File: src/rtl/core/orbavg_pkg.sv
package orbavg_pkg;

    localparam int CNT_W        = 7;
    localparam int SMP_W        = 32;
    localparam int SUM_W        = SMP_W + CNT_W;
    localparam int MAX_SLOTS_DEF = 64;
    localparam int CAP_FLOOR    = 2;
    localparam int CAP_RESET    = 64;

    typedef enum logic [1:0] {
        OP_PUSH  = 2'd0,
        OP_POP   = 2'd1,
        OP_CLEAR = 2'd2,
        OP_AVG   = 2'd3
    } t_op;

endpackage

File: src/rtl/core/orbavg_if.sv
interface orbavg_in_if;
    import orbavg_pkg::*;

    logic             valid;
    logic             ready;
    t_op              op;
    logic [SMP_W-1:0] sample;

    modport source (output valid, op, sample, input ready);
    modport sink   (input valid, op, sample, output ready);
endinterface

interface orbavg_out_if;
    import orbavg_pkg::*;

    logic             valid;
    logic             ready;
    logic [SMP_W-1:0] value;
    logic             empty_res;
    logic [CNT_W-1:0] fill;

    modport source (output valid, value, empty_res, fill, input ready);
    modport sink   (input valid, value, empty_res, fill, output ready);
endinterface

File: src/rtl/core/overwrite_ring_buffer_average.sv
// Channel  Dir  Words carried                 Handshake
// -------  ---  ----------------------------  ------------------------------
// i_in     in   op, sample                    valid/ready
// o_out    out  value, empty_res, fill        valid/ready, output register
// i_cfg    in   capacity (i_cfg_wdata)        i_cfg_we, no wait, no read-back
//
// Push and pop go through accept, the slot memory read, then the result
// register load. Clear and average on an empty ring go from accept straight to
// the load. Any other average runs the radix-2 divider in between, which
// retires one quotient bit per cycle over the 39-bit running sum. Reset
// (i_rst_n low, synchronous) sets capacity to the smaller of 64 and MAX_SLOTS
// and empties the ring; the slot memory itself is not cleared. A new word is
// taken only when the previous one has finished; a finished result waits until
// the output register is free.
module overwrite_ring_buffer_average #(
    parameter int MAX_SLOTS = orbavg_pkg::MAX_SLOTS_DEF
) (
    input  logic                          i_clk,
    input  logic                          i_rst_n,
    input  logic                          i_cfg_we,
    input  logic [orbavg_pkg::CNT_W-1:0]  i_cfg_wdata,
    orbavg_in_if.sink                     i_in,
    orbavg_out_if.source                  o_out
);
    import orbavg_pkg::*;

    localparam int AW      = $clog2(MAX_SLOTS);
    localparam int CMP_W   = (AW + 1 > CNT_W) ? AW + 1 : CNT_W;
    localparam int STEP_W  = $clog2(SUM_W);
    localparam logic [CNT_W-1:0] CAP_INIT =
        CNT_W'((MAX_SLOTS < CAP_RESET) ? MAX_SLOTS : CAP_RESET);
    localparam logic [CNT_W-1:0] CAP_MAX = CNT_W'(MAX_SLOTS);

    typedef enum logic [3:0] {
        S_IDLE = 4'b0001,
        S_MEM  = 4'b0010,
        S_DIV  = 4'b0100,
        S_EMIT = 4'b1000
    } t_state;

    t_state                    r_state, n_state;
    logic [CNT_W-1:0]          r_cap;
    logic [AW-1:0]             r_wpos, n_wpos;
    logic [AW-1:0]             r_rpos, n_rpos;
    logic [CNT_W-1:0]          r_count, n_count;
    logic signed [SUM_W-1:0]   r_sum, n_sum;
    logic                      r_out_valid, n_out_valid;

    t_op                       r_op, n_op;
    logic [SMP_W-1:0]          r_smp, n_smp;
    logic [SMP_W-1:0]          r_res, n_res;
    logic                      r_neg, n_neg;
    logic                      r_empty, n_empty;
    logic [SUM_W-1:0]          r_div_a, n_div_a;
    logic [CNT_W-1:0]          r_rem, n_rem;
    logic [STEP_W-1:0]         r_step, n_step;

    logic [SMP_W-1:0]          r_rdata;
    logic [SMP_W-1:0]          r_mem [MAX_SLOTS];

    logic                      in_acc;
    logic                      out_load;
    logic                      mem_we;
    logic                      cap_wr;
    logic [AW-1:0]             rd_addr;
    logic [SUM_W-1:0]          sum_mag;
    logic [CNT_W:0]            div_t;
    logic                      div_ge;

    function automatic logic [AW-1:0] f_adv(input logic [AW-1:0] pos,
                                            input logic [CNT_W-1:0] cap);
        logic [CMP_W-1:0] nxt;
        nxt = CMP_W'(pos) + CMP_W'(1);
        return (nxt >= CMP_W'(cap)) ? '0 : AW'(nxt);
    endfunction

    assign i_in.ready  = (r_state == S_IDLE);
    assign in_acc      = i_in.valid && i_in.ready;
    assign out_load    = (r_state == S_EMIT) && (!r_out_valid || o_out.ready);
    assign rd_addr     = (i_in.op == OP_PUSH) ? r_wpos : r_rpos;
    assign sum_mag     = r_sum[SUM_W-1] ? SUM_W'(-r_sum) : SUM_W'(r_sum);
    assign div_t       = {r_rem, r_div_a[SUM_W-1]};
    assign div_ge      = (div_t >= {1'b0, r_count});
    assign cap_wr      = i_cfg_we && (i_cfg_wdata > CNT_W'(CAP_FLOOR));
    assign o_out.valid = r_out_valid;

    always_comb begin
        n_state     = r_state;
        n_wpos      = r_wpos;
        n_rpos      = r_rpos;
        n_count     = r_count;
        n_sum       = r_sum;
        n_op        = r_op;
        n_smp       = r_smp;
        n_res       = r_res;
        n_neg       = r_neg;
        n_empty     = r_empty;
        n_div_a     = r_div_a;
        n_rem       = r_rem;
        n_step      = r_step;
        mem_we      = 1'b0;
        n_out_valid = out_load ? 1'b1 : (o_out.ready ? 1'b0 : r_out_valid);

        unique case (r_state)
            S_IDLE: begin
                if (in_acc) begin
                    n_op    = i_in.op;
                    n_smp   = i_in.sample;
                    n_res   = '0;
                    n_neg   = 1'b0;
                    n_empty = 1'b0;
                    unique case (i_in.op)
                        OP_PUSH, OP_POP: begin
                            n_state = S_MEM;
                        end
                        OP_CLEAR: begin
                            n_count = '0;
                            n_sum   = '0;
                            n_rpos  = r_wpos;
                            n_state = S_EMIT;
                        end
                        OP_AVG: begin
                            if (r_count == '0) begin
                                n_empty = 1'b1;
                                n_state = S_EMIT;
                            end else begin
                                n_div_a = sum_mag;
                                n_neg   = r_sum[SUM_W-1];
                                n_rem   = '0;
                                n_step  = STEP_W'(SUM_W - 1);
                                n_state = S_DIV;
                            end
                        end
                        default: n_state = S_IDLE;
                    endcase
                end
            end
            S_MEM: begin
                // read data of the addressed slot is valid now
                if (r_op == OP_PUSH) begin
                    mem_we = 1'b1;
                    if (r_count == r_cap) begin
                        // full: drop the oldest sample from the sum
                        n_sum  = r_sum - SUM_W'(signed'(r_rdata)) + SUM_W'(signed'(r_smp));
                        n_rpos = f_adv(r_rpos, r_cap);
                    end else begin
                        n_sum   = r_sum + SUM_W'(signed'(r_smp));
                        n_count = r_count + CNT_W'(1);
                    end
                    n_wpos = f_adv(r_wpos, r_cap);
                end else if (r_count == '0) begin
                    n_empty = 1'b1;
                end else begin
                    n_res   = r_rdata;
                    n_sum   = r_sum - SUM_W'(signed'(r_rdata));
                    n_rpos  = f_adv(r_rpos, r_cap);
                    n_count = r_count - CNT_W'(1);
                end
                n_state = S_EMIT;
            end
            S_DIV: begin
                // restoring divide, one quotient bit per cycle
                n_rem   = div_ge ? CNT_W'(div_t - {1'b0, r_count}) : CNT_W'(div_t);
                n_div_a = {r_div_a[SUM_W-2:0], div_ge};
                if (r_step == '0) begin
                    n_res   = n_div_a[SMP_W-1:0];
                    n_state = S_EMIT;
                end else begin
                    n_step = r_step - STEP_W'(1);
                end
            end
            S_EMIT: begin
                if (out_load) begin
                    n_state = S_IDLE;
                end
            end
            default: n_state = S_IDLE;
        endcase
    end

    always_ff @(posedge i_clk) begin
        if (!i_rst_n) begin
            r_state     <= S_IDLE;
            r_cap       <= CAP_INIT;
            r_wpos      <= '0;
            r_rpos      <= '0;
            r_count     <= '0;
            r_sum       <= '0;
            r_out_valid <= 1'b0;
        end else begin
            r_state     <= n_state;
            r_out_valid <= n_out_valid;
            if (cap_wr) begin
                // accepted capacity empties the ring
                r_cap   <= (int'(i_cfg_wdata) > MAX_SLOTS) ? CAP_MAX : i_cfg_wdata;
                r_wpos  <= '0;
                r_rpos  <= '0;
                r_count <= '0;
                r_sum   <= '0;
            end else begin
                r_wpos  <= n_wpos;
                r_rpos  <= n_rpos;
                r_count <= n_count;
                r_sum   <= n_sum;
            end
        end
    end

    always_ff @(posedge i_clk) begin
        r_op    <= n_op;
        r_smp   <= n_smp;
        r_res   <= n_res;
        r_neg   <= n_neg;
        r_empty <= n_empty;
        r_div_a <= n_div_a;
        r_rem   <= n_rem;
        r_step  <= n_step;
        if (out_load) begin
            o_out.value     <= r_neg ? SMP_W'(-r_res) : r_res;
            o_out.empty_res <= r_empty;
            o_out.fill      <= r_count;
        end
    end

    always_ff @(posedge i_clk) begin
        if (in_acc) begin
            r_rdata <= r_mem[rd_addr];
        end
    end

    always_ff @(posedge i_clk) begin
        if (mem_we) begin
            r_mem[r_wpos] <= r_smp;
        end
    end

`ifndef SYNTHESIS
    a_count_le_cap: assert property (@(posedge i_clk) disable iff (!i_rst_n)
        r_count <= r_cap)
        else $error("stored count exceeds capacity");

    a_pos_in_range: assert property (@(posedge i_clk) disable iff (!i_rst_n)
        (CMP_W'(r_wpos) < CMP_W'(r_cap)) && (CMP_W'(r_rpos) < CMP_W'(r_cap)))
        else $error("ring position beyond capacity");

    a_pos_count_match: assert property (@(posedge i_clk) disable iff (!i_rst_n)
        (int'(r_rpos) + int'(r_count) == int'(r_wpos)) ||
        (int'(r_rpos) + int'(r_count) == int'(r_wpos) + int'(r_cap)))
        else $error("read position, count and write position disagree");

    a_empty_zero: assert property (@(posedge i_clk) disable iff (!i_rst_n)
        (r_out_valid && o_out.empty_res) |-> (o_out.value == '0))
        else $error("empty result carries a nonzero value");

    a_div_nonzero: assert property (@(posedge i_clk) disable iff (!i_rst_n)
        (r_state == S_DIV) |-> (r_count != '0))
        else $error("divide started with zero count");
`endif

endmodule
File: src/flat_wrapper.sv
// flat-port wrapper written by rule: the top's interface ports become plain ports
module overwrite_ring_buffer_average_flat import orbavg_pkg::*;
#(
    parameter int MAX_SLOTS = orbavg_pkg::MAX_SLOTS_DEF
)
  (i_clk, i_rst_n, i_cfg_we, i_cfg_wdata, i_in_valid, i_in_op, i_in_sample, i_in_ready, o_out_valid, o_out_value, o_out_empty_res, o_out_fill, o_out_ready);
  orbavg_in_if i_in_i ();
  orbavg_out_if o_out_i ();
  input  logic i_clk;
  input  logic i_rst_n;
  input  logic i_cfg_we;
  input  logic [orbavg_pkg::CNT_W-1:0] i_cfg_wdata;
  input wire logic [$bits(i_in_i.valid)-1:0] i_in_valid;
  input wire logic [$bits(i_in_i.op)-1:0] i_in_op;
  input wire logic [$bits(i_in_i.sample)-1:0] i_in_sample;
  output wire logic [$bits(i_in_i.ready)-1:0] i_in_ready;
  output wire logic [$bits(o_out_i.valid)-1:0] o_out_valid;
  output wire logic [$bits(o_out_i.value)-1:0] o_out_value;
  output wire logic [$bits(o_out_i.empty_res)-1:0] o_out_empty_res;
  output wire logic [$bits(o_out_i.fill)-1:0] o_out_fill;
  input wire logic [$bits(o_out_i.ready)-1:0] o_out_ready;
  assign i_in_i.valid = i_in_valid;
  assign i_in_i.op = i_in_op;
  assign i_in_i.sample = i_in_sample;
  assign i_in_ready = i_in_i.ready;
  assign o_out_valid = o_out_i.valid;
  assign o_out_value = o_out_i.value;
  assign o_out_empty_res = o_out_i.empty_res;
  assign o_out_fill = o_out_i.fill;
  assign o_out_i.ready = o_out_ready;
  overwrite_ring_buffer_average #(.MAX_SLOTS(MAX_SLOTS)) u_core (.i_clk(i_clk), .i_rst_n(i_rst_n), .i_cfg_we(i_cfg_we), .i_cfg_wdata(i_cfg_wdata), .i_in(i_in_i), .o_out(o_out_i));
endmodule
File: config.mk
export PLATFORM = sky130hd
export DESIGN_NAME = overwrite_ring_buffer_average_flat
export DESIGN_NICKNAME = d
export VERILOG_FILES = /design/src/rtl/core/orbavg_pkg.sv /design/src/rtl/core/orbavg_if.sv /design/src/rtl/core/overwrite_ring_buffer_average.sv /design/src/flat_wrapper.sv
export SDC_FILE = /design/constraint.sdc
export NUM_CORES = 2
export LEC_CHECK = 0
export BUFFER_PORTS_ARGS = -buffer_cell sky130_fd_sc_hd__buf_2
export CAP_MARGIN = 15
export CORE_MARGIN = 2
export CORE_UTILIZATION = 57
export DETAILED_ROUTE_END_ITERATION = 10
export HOLD_SLACK_MARGIN = 0.08
export PLACE_DENSITY = 0.73
export SLEW_MARGIN = 20
export SYNTH_ARGS = -nofsm -noshare
export SYNTH_HDL_FRONTEND = slang
export SYNTH_SLANG_ARGS = --single-unit
File: constraint.sdc
create_clock -name i_clk -period 5.2 [get_ports i_clk]
set_clock_uncertainty 0.2 [all_clocks]
set_input_delay 0 -clock i_clk [delete_from_list [all_inputs] [get_ports i_clk]]
set_output_delay 0 -clock i_clk [all_outputs]
set_load 0.02 [all_outputs]
Word-level counts from Yosys, hierarchy flattened

Memories as Yosys holds them, arrays and structs flattened. A register that Yosys moved wholly into a read port is not among the register bits.
Cells that the tools add are included.

RAM bits: 2048
Memories: 1
Register bits after elaboration: 230

Memory list:

| memory       | words | width | rd ports | clocked after Yosys merged registers in | write ports | line                                | source |
|---|---|---|---|---|---|---|---|
| u_core.r_mem | 64    | 32    | 1        | 1                                       | 1           | overwrite_ring_buffer_average.sv:59 | `logic [SMP_W-1:0] r_mem [MAX_SLOTS];` |

Muxes and demuxes: 61
$add $sub $neg: 11
Equal/unequal tests: 21
$lt $le $gt $ge: 5
Reduce and logical (&&, ||, !) cells: 26
Bitwise operators: 2

Operator list:

| cell                | count |
|---|---|
| $mux 39             | 9 |
| $mux 32             | 5 |
| $pmux 39 s2         | 2 |
| $pmux 32 s3         | 1 |
| $add 39x32->39      | 2 |
| $mux 6              | 12 |
| $mux 7              | 10 |
| $neg 39->39         | 1 |
| $sub 39x32->39      | 1 |
| $neg 32->32         | 1 |
| $pmux 7 s2          | 2 |
| $pmux 6 s2          | 2 |
| $reduce_and 5->1    | 4 |
| $mux 4              | 4 |
| $pmux 4 s4          | 1 |
| $add 6x1->7 const B | 2 |
| $ge 7x7->1          | 2 |
| $ne 2x2->1 const B  | 7 |
| $pmux 4 s3          | 1 |
| $reduce_and 4->1    | 3 |
| $mux 1              | 11 |
| $ne 3x3->1 const B  | 3 |
| $ge 8x7->1          | 1 |
| $add 7x1->7 const B | 1 |
| other kinds (26)    | 38 |

Depth between registers and ports, before layout

Depth in word-level cells: 6
Depth in mapped cells: 27

Least setup slack after synthesis

OpenSTA, ideal clock, no wires.

Path type: register to register
Start: register u_core.r_sum[0]
End: register u_core.r_sum[38]
Stages on the path, launching flop included: 27
Data arrival time: 5.072 ns
Required time: 4.871 ns
Slack: -0.201 ns
Buffers on the path: 1
Cell sequence: dfxtp_1 -> inv_1 -> ha_1 -> fa_1 -> nor2b_1 -> o31a_1 -> o21ai_0 -> a2111oi_0 -> o21ai_0 -> a21oi_1 -> nor2_1 -> xnor2_1 -> nand2_1 -> nand2_1 -> ha_1 -> clkbuf_1 -> nand2_1 -> nor4_1 -> nand2_1 -> a211oi_1 -> o21ai_0 -> o311a_1 -> a21oi_1 -> xnor2_1 -> a21oi_1 -> a21oi_1 -> o211ai_1

Longest elaborated chain between the ends: 5

Ends and longest elaborated chain:

| what                   | line                                                                       | source |
|---|---|---|
| from (decl)            | overwrite_ring_buffer_average.sv:46                                        | `logic signed [SUM_W-1:0] r_sum, n_sum;` |
| from (signal assigned) | overwrite_ring_buffer_average.sv:204                                       | `r_sum <= n_sum;` |
| $sub 39x32->39         | overwrite_ring_buffer_average.sv:144, overwrite_ring_buffer_average.sv:155 |  |
| $add 39x32->39         | overwrite_ring_buffer_average.sv:144                                       | `n_sum = r_sum - SUM_W'(signed'(r_rdata)) + SUM_W'(signed'(r_smp));` |
| $mux 39                | overwrite_ring_buffer_average.sv:142                                       | `if (r_count == r_cap) begin` |
| $mux 39 (*)            | overwrite_ring_buffer_average.sv:140                                       | `if (r_op == OP_PUSH) begin` |
| $pmux 39 s2 (*)        | overwrite_ring_buffer_average.sv:104                                       | `unique case (r_state)` |

Every way passes the cells marked *; elsewhere a longest branch is shown, timed or not. The select of a mux whose other input is x is not followed.
A chain may end at the register's enable or synchronous reset.

Worst setup path after layout

Start: register u_core.r_rdata[1] (read register of u_core.r_mem)
End: register u_core.r_sum[38]

Longest elaborated chain between the ends: 5

Ends and longest elaborated chain:

| what               | line                                                                       | source |
|---|---|---|
| from (decl)        | overwrite_ring_buffer_average.sv:58                                        | `logic [SMP_W-1:0] r_rdata;` |
| $sub 39x32->39 (*) | overwrite_ring_buffer_average.sv:144, overwrite_ring_buffer_average.sv:155 |  |
| $add 39x32->39     | overwrite_ring_buffer_average.sv:144                                       |  |
| $mux 39            | overwrite_ring_buffer_average.sv:142                                       |  |
| $mux 39 (*)        | overwrite_ring_buffer_average.sv:140                                       |  |
| $pmux 39 s2 (*)    | overwrite_ring_buffer_average.sv:104                                       |  |

Marked as above.

==> flow_summary_export.csv <==
group,metric,value,unit
worst_setup_path,required,5.78,ns
timing,hold_viol,0,
cells_and_area,drive_above_1_share,25.5,%
route,num_vias,54774,
global_routing,grt_overflow,0,
global_routing,grt_pass1_wl,363000,µm
min_path,min_from,"i_in_op[1]",
clocking,cts_root_buf,"clkbuf_16",
synth,synth-edff-count,2240,
route,drt_pre_antenna_iters,7,
floorplanning,start_util,57.5,%
synth,synth_cell_types,73,
timing,setup-violations-final,6,
timing,fin_setup_tns,-0.229,ns
clocking,cts_made_buffers,218,
clocking,clk_pin_slew,0.07,ns
run_status,violations,"setup timing",
cells_and_area,syn2layout_area_growth,16.3,%
worst_setup_path,path_class,"flip-flop to flip-flop",
synth,synth-adder-area-share,1.56,%
clocking,clk_path_buf_depth,3,
timing,fmax,0.189,GHz
floorplanning,dieArea,0.170,mm²
timing,timing.slew.headroom,19.3,%
synth,yosys.area_share.simple,4.94,%
timing,period_share,102,%
synth,yosysTopAreaCell,"edfxtp_1",
clocking,tritoncts,"done",
clocking,htreeDepth,4,
floorplanning,ios,88,
floorplanning,rows,149,
pwr,ir_drop,364,µV
route,wirelength,252000,µm
placed_design,hpwl,148000,µm
worst_setup_path,crit_fanout,3,
synth,synthArstFlopShare,0,%
global_routing,grt_start_max_net_pins,94,
timing,fin_crit,5.30,ns
clocking,insertion_delay,0.87,ns
route,drtAntennaViolNets,0,
cells_and_area,layout.nets,6169,
worst_setup_path,timing.rr.start,"u_core.r_rdata[1]",
synth,synth_area_leaders,"edfxtp_1 71%, mux4_2 12%, nand2_1 2.0%",
global_routing,grt_pass1_vias,54612,
min_path,hold_class,"input port to flip-flop",
global_routing,grtUsageTotal,29.7,%
placed_design,gp_congestion,0.974,
run_status,status,"finished with violations",
min_path,whs_path_depth,4,
floorplanning,die_w,412,µm
synth,synth_compound_area_share,5.97,%
route,drc_errors,0,
worst_setup_path,start_kind,"flip-flop",
cells_and_area,fillers,10742,
synth,syn_area,0.0950,mm²
clocking,cts.sinks,2310,
synth,ys_warn_count,0,
route,first_iter_violations,7028,
floorplanning,core-area,0.165,mm²
worst_setup_path,r2r-end,"u_core.r_sum[38]",
timing,final_max_slew_viol_count,0,
floorplanning,die_y,412,µm
worst_setup_path,arrival,5.88,ns
placed_design,io_buffers,87,
synth,muxShareOfSynthArea,12.3,%
worst_setup_path,reg2reg_setup_slack,-0.1,ns
pwr,power.density,350,mW/mm²
run,drv_cap,0,
synth,synth_top_family_by_area,"multiplexers",
worst_setup_path,r2r_cells,25,
pwr,p_leak,37.2,nW
synth,synth-xor-area-share,1.46,%
synth,synth_cells,5384,
timing,setup_ws,-0.0992,ns
timing,tightest_slew,1.21,ns
worst_setup_path,endpoint_kind,"flip-flop",
placed_design,placed_cell_area,0.102,mm²
cells_and_area,design_area,0.110,mm²
route,avgRoutedWirePerCell,30.1,µm
synth,syn_avg_cell_area,17.6,µm²
route,viasPerCell,6.54,
synth,synth_seq_cells,2310,
min_path,holdPathEnd,"u_core.r_step[3]",
synth,syn_nets,5546,
synth,ys.flop_type,"edfxtp_1",
timing,rsz0062_at_grt,"true",
synth,synthDominantCellAreaShare,70.8,%
synth,seq_area_frac_synth,72.3,%
global_routing,grt_antenna_before_repair,7,
==> what timing repair did <==
item | in CTS | in global routing
hold buffers | 106 | 0
pin swaps | 42 | 49
hold endpoints to repair | 279 | 0
resized for setup | 40 | 64
endpoints found under the setup margin | 17 | 20
setup buffers | 12 | 17
==> power by group <==
group	total [W]	switching [W]	internal [W]
combinational	0.00210	0.00138	0.000716
sequential	0.0208	0.000103	0.0207
clock	0.0157	0.00686	0.00886
total	0.0387	0.00835	0.0303
==> cell type report <==
cell class / count / area (µm²) / share of cell area (%)
Timing Repair Buffer: 702 / 5790 / 5.25
Antenna cell: 3 / 7.51 / 0.00680
Clock inverter: 132 / 1310 / 1.18
Clock buffer: 266 / 5720 / 5.18
Multi-Input combinational cell: 2695 / 25900 / 23.4
Sequential cell: 2310 / 68700 / 62.2
Tap cell: 2189 / 2740 / 2.48
Inverter: 80 / 302 / 0.273
==> stage by stage <==
step | setup WS (ns) | power [W] | utilization [%] | hold slack (ns) | cells
3_5_place_dp | -0.760 | 0.0232 | 61.6 | -0.0217 | 7843
6_report | -0.0992 | 0.0387 | 66.9 | 0.173 | 8377
4_1_cts | -0.130 | 0.0387 | 66.6 | 0.127 | 8359
5_1_grt | -0.299 | 0.0396 | 66.9 | 0.200 | 8374
3_3_place_gp | -0.608 | 0.0231 | 61.6 | -0.0231 | 7842
2_1_floorplan | 0.0309 | 0.0223 | - | -0.124 | 5384
==> cells by family (layout without fill, tap and decap cells) <==
group / Yosys count / in the layout
AO/OA/AOI/OAI: 871 / 871
XOR/XNOR: 158 / 158
adder cells (fa/ha/maj): 116 / 116
buffers and inverters: 379 / 1180
flip-flops: 2310 / 2310
multiplexers: 523 / 523
other: 0 / 3
AND/OR/NAND/NOR: 1027 / 1027
==> flip-flops by register name, indices dropped and copies added (netlist names) <==
| register | cells |
|---|---|
| u_core.o_out.empty_res | 1 |
| u_core.o_out.fill | 7 |
| u_core.o_out.valid | 1 |
| u_core.o_out.value | 32 |
| u_core.r_cap | 7 |
| u_core.r_count | 7 |
| u_core.r_div_a | 39 |
| u_core.r_empty | 1 |
| u_core.r_mem | 2048 |
| u_core.r_neg | 1 |
| u_core.r_op | 2 |
| u_core.r_rdata | 32 |
| u_core.r_rem | 7 |
| u_core.r_res | 32 |
| u_core.r_rpos | 6 |
| u_core.r_smp | 32 |
| u_core.r_state | 4 |
| u_core.r_step | 6 |
| u_core.r_sum | 39 |
| u_core.r_wpos | 6 |
==> synth_stat cells, types with 22 or more instances <==
library cell / number
buf_1: 64
edfxtp_1: 2240
mux4_2: 512
nand3_1: 35
a211oi_1: 172
ha_1: 112
clkbuf_1: 230
nand2_1: 500
dfxtp_1: 70
nand2b_1: 26
a31oi_1: 76
xor2_1: 75
o21ai_0: 201
nor2b_1: 22
nor2_1: 188
nor3_1: 32
a21o_1: 32
xnor2_1: 83
and2_1: 133
inv_1: 80
a21oi_1: 181
a311oi_1: 67
a22oi_1: 22
==> how the worst max path moves through the flow <==
stage / to / from
after floorplan: u_core.r_sum[38] / u_core.r_sum[0]
final: u_core.r_sum[38] / u_core.r_rdata[1]
after global routing: u_core.r_sum[38] / u_core.r_rdata[0]
after detailed placement: u_core.r_sum[38] / u_core.r_rdata[0]
after global placement: u_core.r_sum[38] / u_core.r_rdata[0]
after CTS: u_core.r_sum[38] / u_core.r_rdata[1]
==> routing by layer <==
metal | track usage (%) | vias to the layer above | part of all wire (%)
li1 | - | 22905 | -
met1 | 39.8 | 28290 | 37
met2 | 47.9 | 3033 | 49
met3 | 5.77 | 542 | 9.5
met4 | 12.6 | 4 | 4.4
met5 | 0.904 | - | 0.089
==> critical path: stages (launching register included) <==
cell	delay (ns)
edfxtp_1	0.42
inv_2	0.10
ha_4	0.19
nor2b_4	0.12
o31a_1	0.26
o31a_1	0.29
o21ai_2	0.16
a21oi_2	0.10
nor2b_2	0.20
o211ai_1	0.13
a21o_1	0.23
a21oi_2	0.18
xnor2_2	0.08
mux2_4	0.28
ha_4	0.24
a21oi_1	0.19
nor2_1	0.09
o31ai_1	0.31
nand4_1	0.20
o21ai_2	0.22
o311a_1	0.20
a21oi_2	0.08
or4_1	0.47
o211ai_1	0.09
nand3b_1	0.10
o211ai_1	0.09
==> layout by cell type (no fill, tap or decap), types with 20 or more instances in the layout <==
master | netlist | layout
edfxtp_1 | 2240 | 2240
mux4_2 | 512 | 512
nand2_1 | 500 | 496
buf_4 | 1 | 468
clkbuf_16 | 0 | 222
o21ai_0 | 201 | 179
a211oi_1 | 172 | 170
a21oi_1 | 181 | 168
and2_1 | 133 | 133
nor2_1 | 188 | 121
ha_1 | 112 | 107
dlygate4sd3_1 | 0 | 106
buf_2 | 4 | 87
xnor2_1 | 83 | 81
inv_1 | 80 | 76
xor2_1 | 75 | 71
a31oi_1 | 76 | 70
dfxtp_1 | 70 | 69
a311oi_1 | 67 | 67
nor2_4 | 0 | 64
clkinv_1 | 0 | 52
clkbuf_1 | 230 | 44
nand3_1 | 35 | 35
buf_12 | 0 | 35
a21o_1 | 32 | 32
clkinv_2 | 0 | 29
nor3_1 | 32 | 28
nand2b_1 | 26 | 24
a22oi_1 | 22 | 21
bufinv_16 | 0 | 21
o31ai_1 | 21 | 20
No activity file was read; power rests on OpenSTA's default activity.
